File: src/hw/rtl/rycc_pkg.sv
// Shared types, coefficients and saturation helper for the RGB/YCbCr converter.
// No dependencies.
`timescale 1ns / 1ps
`default_nettype none

package rycc_pkg;

    localparam int unsigned PixW = 8;
    localparam int unsigned SumW = 18;

    typedef logic signed [SumW-1:0] t_sum;
    typedef logic [PixW-1:0]        t_pix;

    typedef enum logic {
        OP_FWD = 1'b0,
        OP_INV = 1'b1
    } t_op;

    // Forward coefficients, scaled by 256
    localparam t_pix K_YR  = 8'd77;
    localparam t_pix K_YG  = 8'd150;
    localparam t_pix K_YB  = 8'd29;
    localparam t_pix K_CBR = 8'd44;
    localparam t_pix K_CBG = 8'd87;
    localparam t_pix K_CBB = 8'd131;
    localparam t_pix K_CRR = 8'd131;
    localparam t_pix K_CRG = 8'd110;
    localparam t_pix K_CRB = 8'd21;

    // Inverse coefficients in Q8
    localparam t_sum Q8_CR_TO_R = 18'sd348;
    localparam t_sum Q8_CR_TO_G = 18'sd179;
    localparam t_sum Q8_CB_TO_G = 18'sd84;
    localparam t_sum Q8_CB_TO_B = 18'sd443;

    localparam t_sum CHROMA_OFS = 18'sd128;

    typedef struct packed {
        logic hit;
        t_pix value;
    } t_sat;

    // Clamp a signed sum to 0..255 and flag saturation
    function automatic t_sat sat8(input t_sum v);
        t_sat r;
        r.hit   = 1'b0;
        r.value = v[PixW-1:0];
        if (v < 0) begin
            r.hit   = 1'b1;
            r.value = '0;
        end else if (v > 18'sd255) begin
            r.hit   = 1'b1;
            r.value = '1;
        end
        return r;
    endfunction

    // Truncated product term pix*k/256 as a signed sum operand
    function automatic t_sum fwd_term(input t_pix pix, input t_pix k);
        logic [2*PixW-1:0] p;
        p = pix * k;
        return t_sum'({10'd0, p[2*PixW-1:PixW]});
    endfunction

endpackage

`default_nettype wire

File: src/hw/rtl/rgb_ycbcr_color_convert_unit.sv
// Two registers lie between input request accept and result accept: input reg, result reg;
// the result reg loads from the input reg whenever it is empty or its result is accepted.
// Throughput: one pixel per clock unless stalled; back-pressure stalls the result reg first,
// then the input register, so a new request is taken while a result waits.
// Reset (i_rst_n low, synchronous) clears both valid flags; data regs are not reset.
// Depends on rycc_pkg.
`timescale 1ns / 1ps
`default_nettype none

module rgb_ycbcr_color_convert_unit (
    input  wire logic        i_clk,
    input  wire logic        i_rst_n,
    input  wire logic        s_axis_tvalid,
    output logic             s_axis_tready,
    input  wire logic [23:0] s_axis_tdata,  // in_first[7:0], in_second[15:8], in_third[23:16]
    input  wire logic [0:0]  s_axis_tuser,  // op[0]
    output logic             m_axis_tvalid,
    input  wire logic        m_axis_tready,
    output logic [23:0]      m_axis_tdata,  // out_first[7:0], out_second[15:8], out_third[23:16]
    output logic [0:0]       m_axis_tuser   // clipped[0]
);

    // input stage
    logic                 r_in_valid;
    rycc_pkg::t_op        r_op;
    rycc_pkg::t_pix       r_a, r_b, r_c;

    // result stage
    logic                 r_out_valid;
    logic [23:0]          r_out_data;
    logic                 r_clip;

    logic                 adv;
    logic [23:0]          n_out_data;
    logic                 n_clip;

    assign adv           = !r_out_valid || m_axis_tready;
    assign s_axis_tready = !r_in_valid || adv;

    always_comb begin
        rycc_pkg::t_sum v_a, v_db, v_dr, v_y;
        rycc_pkg::t_sum s1, s2, s3;
        rycc_pkg::t_sat q1, q2, q3;

        v_a  = rycc_pkg::t_sum'({10'd0, r_a});
        v_db = rycc_pkg::t_sum'({10'd0, r_b}) - rycc_pkg::CHROMA_OFS;
        v_dr = rycc_pkg::t_sum'({10'd0, r_c}) - rycc_pkg::CHROMA_OFS;
        v_y  = v_a <<< 8;

        if (r_op == rycc_pkg::OP_FWD) begin
            s1 = rycc_pkg::fwd_term(r_a, rycc_pkg::K_YR)
               + rycc_pkg::fwd_term(r_b, rycc_pkg::K_YG)
               + rycc_pkg::fwd_term(r_c, rycc_pkg::K_YB);
            s2 = rycc_pkg::CHROMA_OFS
               - rycc_pkg::fwd_term(r_a, rycc_pkg::K_CBR)
               - rycc_pkg::fwd_term(r_b, rycc_pkg::K_CBG)
               + rycc_pkg::fwd_term(r_c, rycc_pkg::K_CBB);
            s3 = rycc_pkg::CHROMA_OFS
               + rycc_pkg::fwd_term(r_a, rycc_pkg::K_CRR)
               - rycc_pkg::fwd_term(r_b, rycc_pkg::K_CRG)
               - rycc_pkg::fwd_term(r_c, rycc_pkg::K_CRB);
        end else begin
            // arithmetic shift gives floor division by 256
            s1 = (v_y + rycc_pkg::Q8_CR_TO_R * v_dr) >>> 8;
            s2 = (v_y - rycc_pkg::Q8_CR_TO_G * v_dr - rycc_pkg::Q8_CB_TO_G * v_db) >>> 8;
            s3 = (v_y + rycc_pkg::Q8_CB_TO_B * v_db) >>> 8;
        end

        q1 = rycc_pkg::sat8(s1);
        q2 = rycc_pkg::sat8(s2);
        q3 = rycc_pkg::sat8(s3);

        n_out_data = {q3.value, q2.value, q1.value};
        n_clip     = q1.hit | q2.hit | q3.hit;
    end

    always_ff @(posedge i_clk) begin
        if (!i_rst_n) begin
            r_in_valid  <= 1'b0;
            r_out_valid <= 1'b0;
        end else begin
            if (s_axis_tready) begin
                r_in_valid <= s_axis_tvalid;
            end
            if (adv) begin
                r_out_valid <= r_in_valid;
            end
        end
    end

    always_ff @(posedge i_clk) begin
        if (s_axis_tready && s_axis_tvalid) begin
            r_op <= rycc_pkg::t_op'(s_axis_tuser[0]);
            r_a  <= s_axis_tdata[7:0];
            r_b  <= s_axis_tdata[15:8];
            r_c  <= s_axis_tdata[23:16];
        end
        if (adv && r_in_valid) begin
            r_out_data <= n_out_data;
            r_clip     <= n_clip;
        end
    end

    assign m_axis_tvalid = r_out_valid;
    assign m_axis_tdata  = r_out_data;
    assign m_axis_tuser  = r_clip;

    // hold: a stalled input request must stay in the input stage
    a_in_hold : assert property (@(posedge i_clk) disable iff (!i_rst_n)
        r_in_valid && !adv |=> r_in_valid)
        else $error("input stage dropped a stalled request");

    // advance: a request in the input stage reaches the result stage
    a_advance : assert property (@(posedge i_clk) disable iff (!i_rst_n)
        r_in_valid && adv |=> r_out_valid)
        else $error("request lost between stages");

    // a clipped result has at least one component at a rail
    a_clip_rail : assert property (@(posedge i_clk) disable iff (!i_rst_n)
        r_out_valid && r_clip |->
            (r_out_data[7:0] == 8'd0 || r_out_data[7:0] == 8'd255 ||
             r_out_data[15:8] == 8'd0 || r_out_data[15:8] == 8'd255 ||
             r_out_data[23:16] == 8'd0 || r_out_data[23:16] == 8'd255))
        else $error("clip flag without a saturated component");

    // reset empties the pipeline
    a_reset : assert property (@(posedge i_clk)
        !i_rst_n |=> !r_in_valid && !r_out_valid)
        else $error("pipeline not empty after reset");

endmodule

`default_nettype wire
File: config.mk
export PLATFORM = sky130hd
export DESIGN_NAME = rgb_ycbcr_color_convert_unit
export DESIGN_NICKNAME = d
export VERILOG_FILES = /design/src/hw/rtl/rycc_pkg.sv /design/src/hw/rtl/rgb_ycbcr_color_convert_unit.sv
export SDC_FILE = /design/constraint.sdc
export NUM_CORES = 1
export LEC_CHECK = 0
export ABC_AREA = 0
export CAP_MARGIN = 25
export CORE_ASPECT_RATIO = 1.1
export CORE_MARGIN = 3
export CORE_UTILIZATION = 60
export DETAILED_ROUTE_END_ITERATION = 8
export DONT_BUFFER_PORTS = 1
export GPL_ROUTABILITY_DRIVEN = 1
export GPL_TIMING_DRIVEN = 0
export PLACE_DENSITY = 0.76
export SLEW_MARGIN = 10
export SYNTH_ARGS = -nofsm -noshare
export SYNTH_HDL_FRONTEND = slang
export SYNTH_SLANG_ARGS = --single-unit
export TNS_END_PERCENT = 50
File: constraint.sdc
create_clock -name i_clk -period 12 [get_ports i_clk]
set_input_delay 0 -clock i_clk [delete_from_list [all_inputs] [get_ports i_clk]]
set_output_delay 0 -clock i_clk [all_outputs]
set_load 0.01 [all_outputs]
==> impl_metrics.csv <==
group,metric,value,unit
worst_hold_path,min_delay_path_depth,3,
synthesis,yosysUniqueCellTypes,68,
die,initial_core_util,61.57,%
detailed_routing,vias,11163,
synthesis,synth_xor_xnor_area_share,6.579,%
worst_setup_path,cp-end-kind,"register",
cells_and_area,areaGrowthSynthToFinish,5.619,%
synthesis,yosys.area.top_type,"ha_1",
detailed_routing,drc,0,
sta,worstMarginPinSlew,0.9736,ns
place,dp_hpwl,30.06,mm
synthesis,synth_edf_count,50,
sta,drv_slew,0,
detailed_routing,wirelength,35.80,mm
synthesis,synth_top_family_by_area,"adder cells",
detailed_routing,route.antenna.remaining_nets,0,
sta,relSlewSlack,35.02,%
die,core-area,0.02477,mm^2
synthesis,yosysWarnings,0,
synthesis,synthMostInstantiatedCell,"ha_1",
synthesis,syn_avg_cell_area,9.451,um^2
sta,setup_viol,0,
sta,rsz0062_at_grt,"false",
clock_tree,postCtsSetupBuffers,0,
sta,hold_violations,0,
sta,fin_skew,0.01203,ns
cells_and_area,n_antenna_cell,0,
cells_and_area,nets,2248,
worst_setup_path,crit_slowest_cell,"edfxtp_1",
global_route,grt-ovfl-total,0,
clock_tree,cts.clk_slew.worst_paths,0.08,ns
worst_hold_path,hold_end,"r_in_valid",
global_route,grtUsageTotal,27.28,%
worst_setup_path,path_max_fanout,12,
synthesis,synth_simple_gate_area_share,7.506,%
clock_tree,cts_tree,"yes",
global_route,antenna_found_initial,0,
worst_setup_path,crit_type,"reg -> reg",
cells_and_area,drive_gt1_share,2.544,%
synthesis,synth_compound_area_share,11.02,%
outcome,status,"complete, no violations",
synthesis,yosys.area.top_type_share,33.06,%
synthesis,synth_cells,1614,
clock_tree,post_cts_resize_count,0,
global_route,grt_pass1_vias,11815,
detailed_routing,viasPerCell,5.693,
detailed_routing,drtPass1Iterations,5,
sta,tns,0,ns
worst_setup_path,rrSetupSlack,2.92,ns
sta,fin_crit_sh,75.70,%
worst_setup_path,ff2ff_path_depth,28,
synthesis,yosys-top-cells-count,"ha_1, inv_1, fa_1",
synthesis,syn_nets,2212,
clock_tree,clock_latency,0.32,ns
clock_tree,cts_root_buf,"clkbuf_16",
die,fp.dieW,158.0,um
die,io_pins,56,
synthesis,ys_seq_elements,52,
global_route,grt_max_degree,26,
worst_setup_path,startpoint_type,"register",
synthesis,synth_top_flop_cell,"edfxtp_1",
detailed_routing,routedWlPerCell,18.26,um
clock_tree,hold_buffers,28,
synthesis,yosysSeqAreaShare,10.11,%
worst_setup_path,worstReg2RegEnd,"m_axis_tuser",
synthesis,async_flop_share,0,%
clock_tree,cts_sinks,52,
worst_setup_path,crit_arrival,9.11,ns
worst_hold_path,hp-start,"m_axis_tready",
die,rows,60,
cells_and_area,nFillCells,1971,
worst_setup_path,rr_startpoint,"r_b[7]",
worst_setup_path,critPathMaxStageDelay,0.79,ns
detailed_routing,drt-initial-drc-count,478,
die,die-area,0.02737,mm^2
synthesis,syn_area,0.01525,mm^2
clock_tree,clock_path_buffers,2,
synthesis,yosys-top-cells-area,"ha_1, fa_1, edfxtp_1",
worst_setup_path,path_common_cell,"inv_1",
run,cap_violations,0,
synthesis,yosys-mux-area-fraction,0.1312,%
clock_tree,cts_made_buffers,5,
clock_tree,cts.htree.levels,2,
place,port_buffers,0,
sta,max_freq,110.1,MHz
synthesis,synthAdderAreaFrac,54.84,%
worst_hold_path,hold_path_class,"in -> reg",
worst_setup_path,required,12.03,ns
sta,min_period,9.084,ns
die,die_h,173.2,um
global_route,grt_pass1_wl,58.51,mm
place,gp_congestion,0.9263,
-- worst max-delay path: cells and delay by family (launching register included) --
| family | cells | cell delay [ns] |
|---|---|---|
| compound gates | 6 | 1.27 |
| simple gates | 3 | 0.51 |
| fa+ha+maj | 10 | 4.49 |
| flops | 1 | 0.79 |
| buf+inv | 7 | 1.21 |
| xor+xnor | 2 | 0.51 |
-- state kept, by name, summed over array words and instances, names as in the netlist --
name / count
m_axis_tdata: 24
m_axis_tuser: 1
m_axis_tvalid: 1
r_a: 8
r_b: 8
r_c: 8
r_in_valid: 1
r_op: 1
-- cells in the final DEF (no fill, tap or decap), drive strengths merged, types with 8 or more instances in the layout --
cell and n:
nor3 25, or2 14, inv 381, dlygate4sd3 28
nor2b 30, xor2 50, xnor2 62, nand2 44
ha 403, nand2b 9, a31oi 11, a211oi 9
a21oi 75, o21a 22, fa 166, o21ai 55
nor2 64, or3 11, clkbuf 13, edfxtp 50
o21bai 8, a21o 37, nand3 12
-- per-stage QoR --
stage	utilization (%)	cell area (um^2)	setup WS, ns	std cells	hold WS [ns]
CTS	65.03	16110	2.927	1961	0.04142
global placement	63.14	15640	3.007	1924	0.09892
global route	65.03	16110	2.465	1961	0.05033
finish	65.03	16110	2.916	1961	0.01944
detailed placement	63.28	15680	2.971	1925	0.09892
floorplan	-	15250	4.350	1614	0.09887
-- cells by family (layout without fill, tap and decap cells) --
| group | after synthesis | count (layout) |
|---|---|---|
| compound gates | 257 | 257 |
| xor+xnor | 113 | 113 |
| fa+ha+maj | 569 | 569 |
| buf+inv | 391 | 428 |
| flops | 52 | 52 |
| mux | 2 | 2 |
| simple gates | 230 | 230 |
-- area by class of cell --
type | instances | area, um^2 | area share (%)
plain buffers | 10 | 66.31 | 0.4116
clock buffers | 5 | 125.1 | 0.7766
clock inverters | 3 | 27.53 | 0.1709
multi-input cells | 1171 | 12220 | 75.88
inverters | 381 | 1430 | 8.877
flip-flops and latches | 52 | 1541 | 9.568
repair buffers | 29 | 307.8 | 1.911
well taps | 310 | 387.9 | 2.408
-- metal layers --
metal	share of wire, %	track usage (%)	vias to the layer above
met4	4.2	10.47	0
met1	43	35.07	5415
met5	0	0	-
met2	49	46.77	265
met3	4.3	3.271	85
li1	-	-	5398
-- worst max path at each step --
stage	start	endpoint	slack, ns	cells after the start
after floorplan	r_b[7]	m_axis_tuser	4.35	28
after CTS	r_b[7]	m_axis_tuser	2.93	28
after detailed placement	r_b[7]	m_axis_tuser	2.97	28
after global placement	r_b[7]	m_axis_tuser	3.01	28
after global routing	r_b[7]	m_axis_tuser	2.47	28
final	r_b[7]	m_axis_tuser	2.92	28
Power is left out: the tool's default activity adds up to more than one toggle a clock period on the data nets, which glitch-free logic cannot reach.
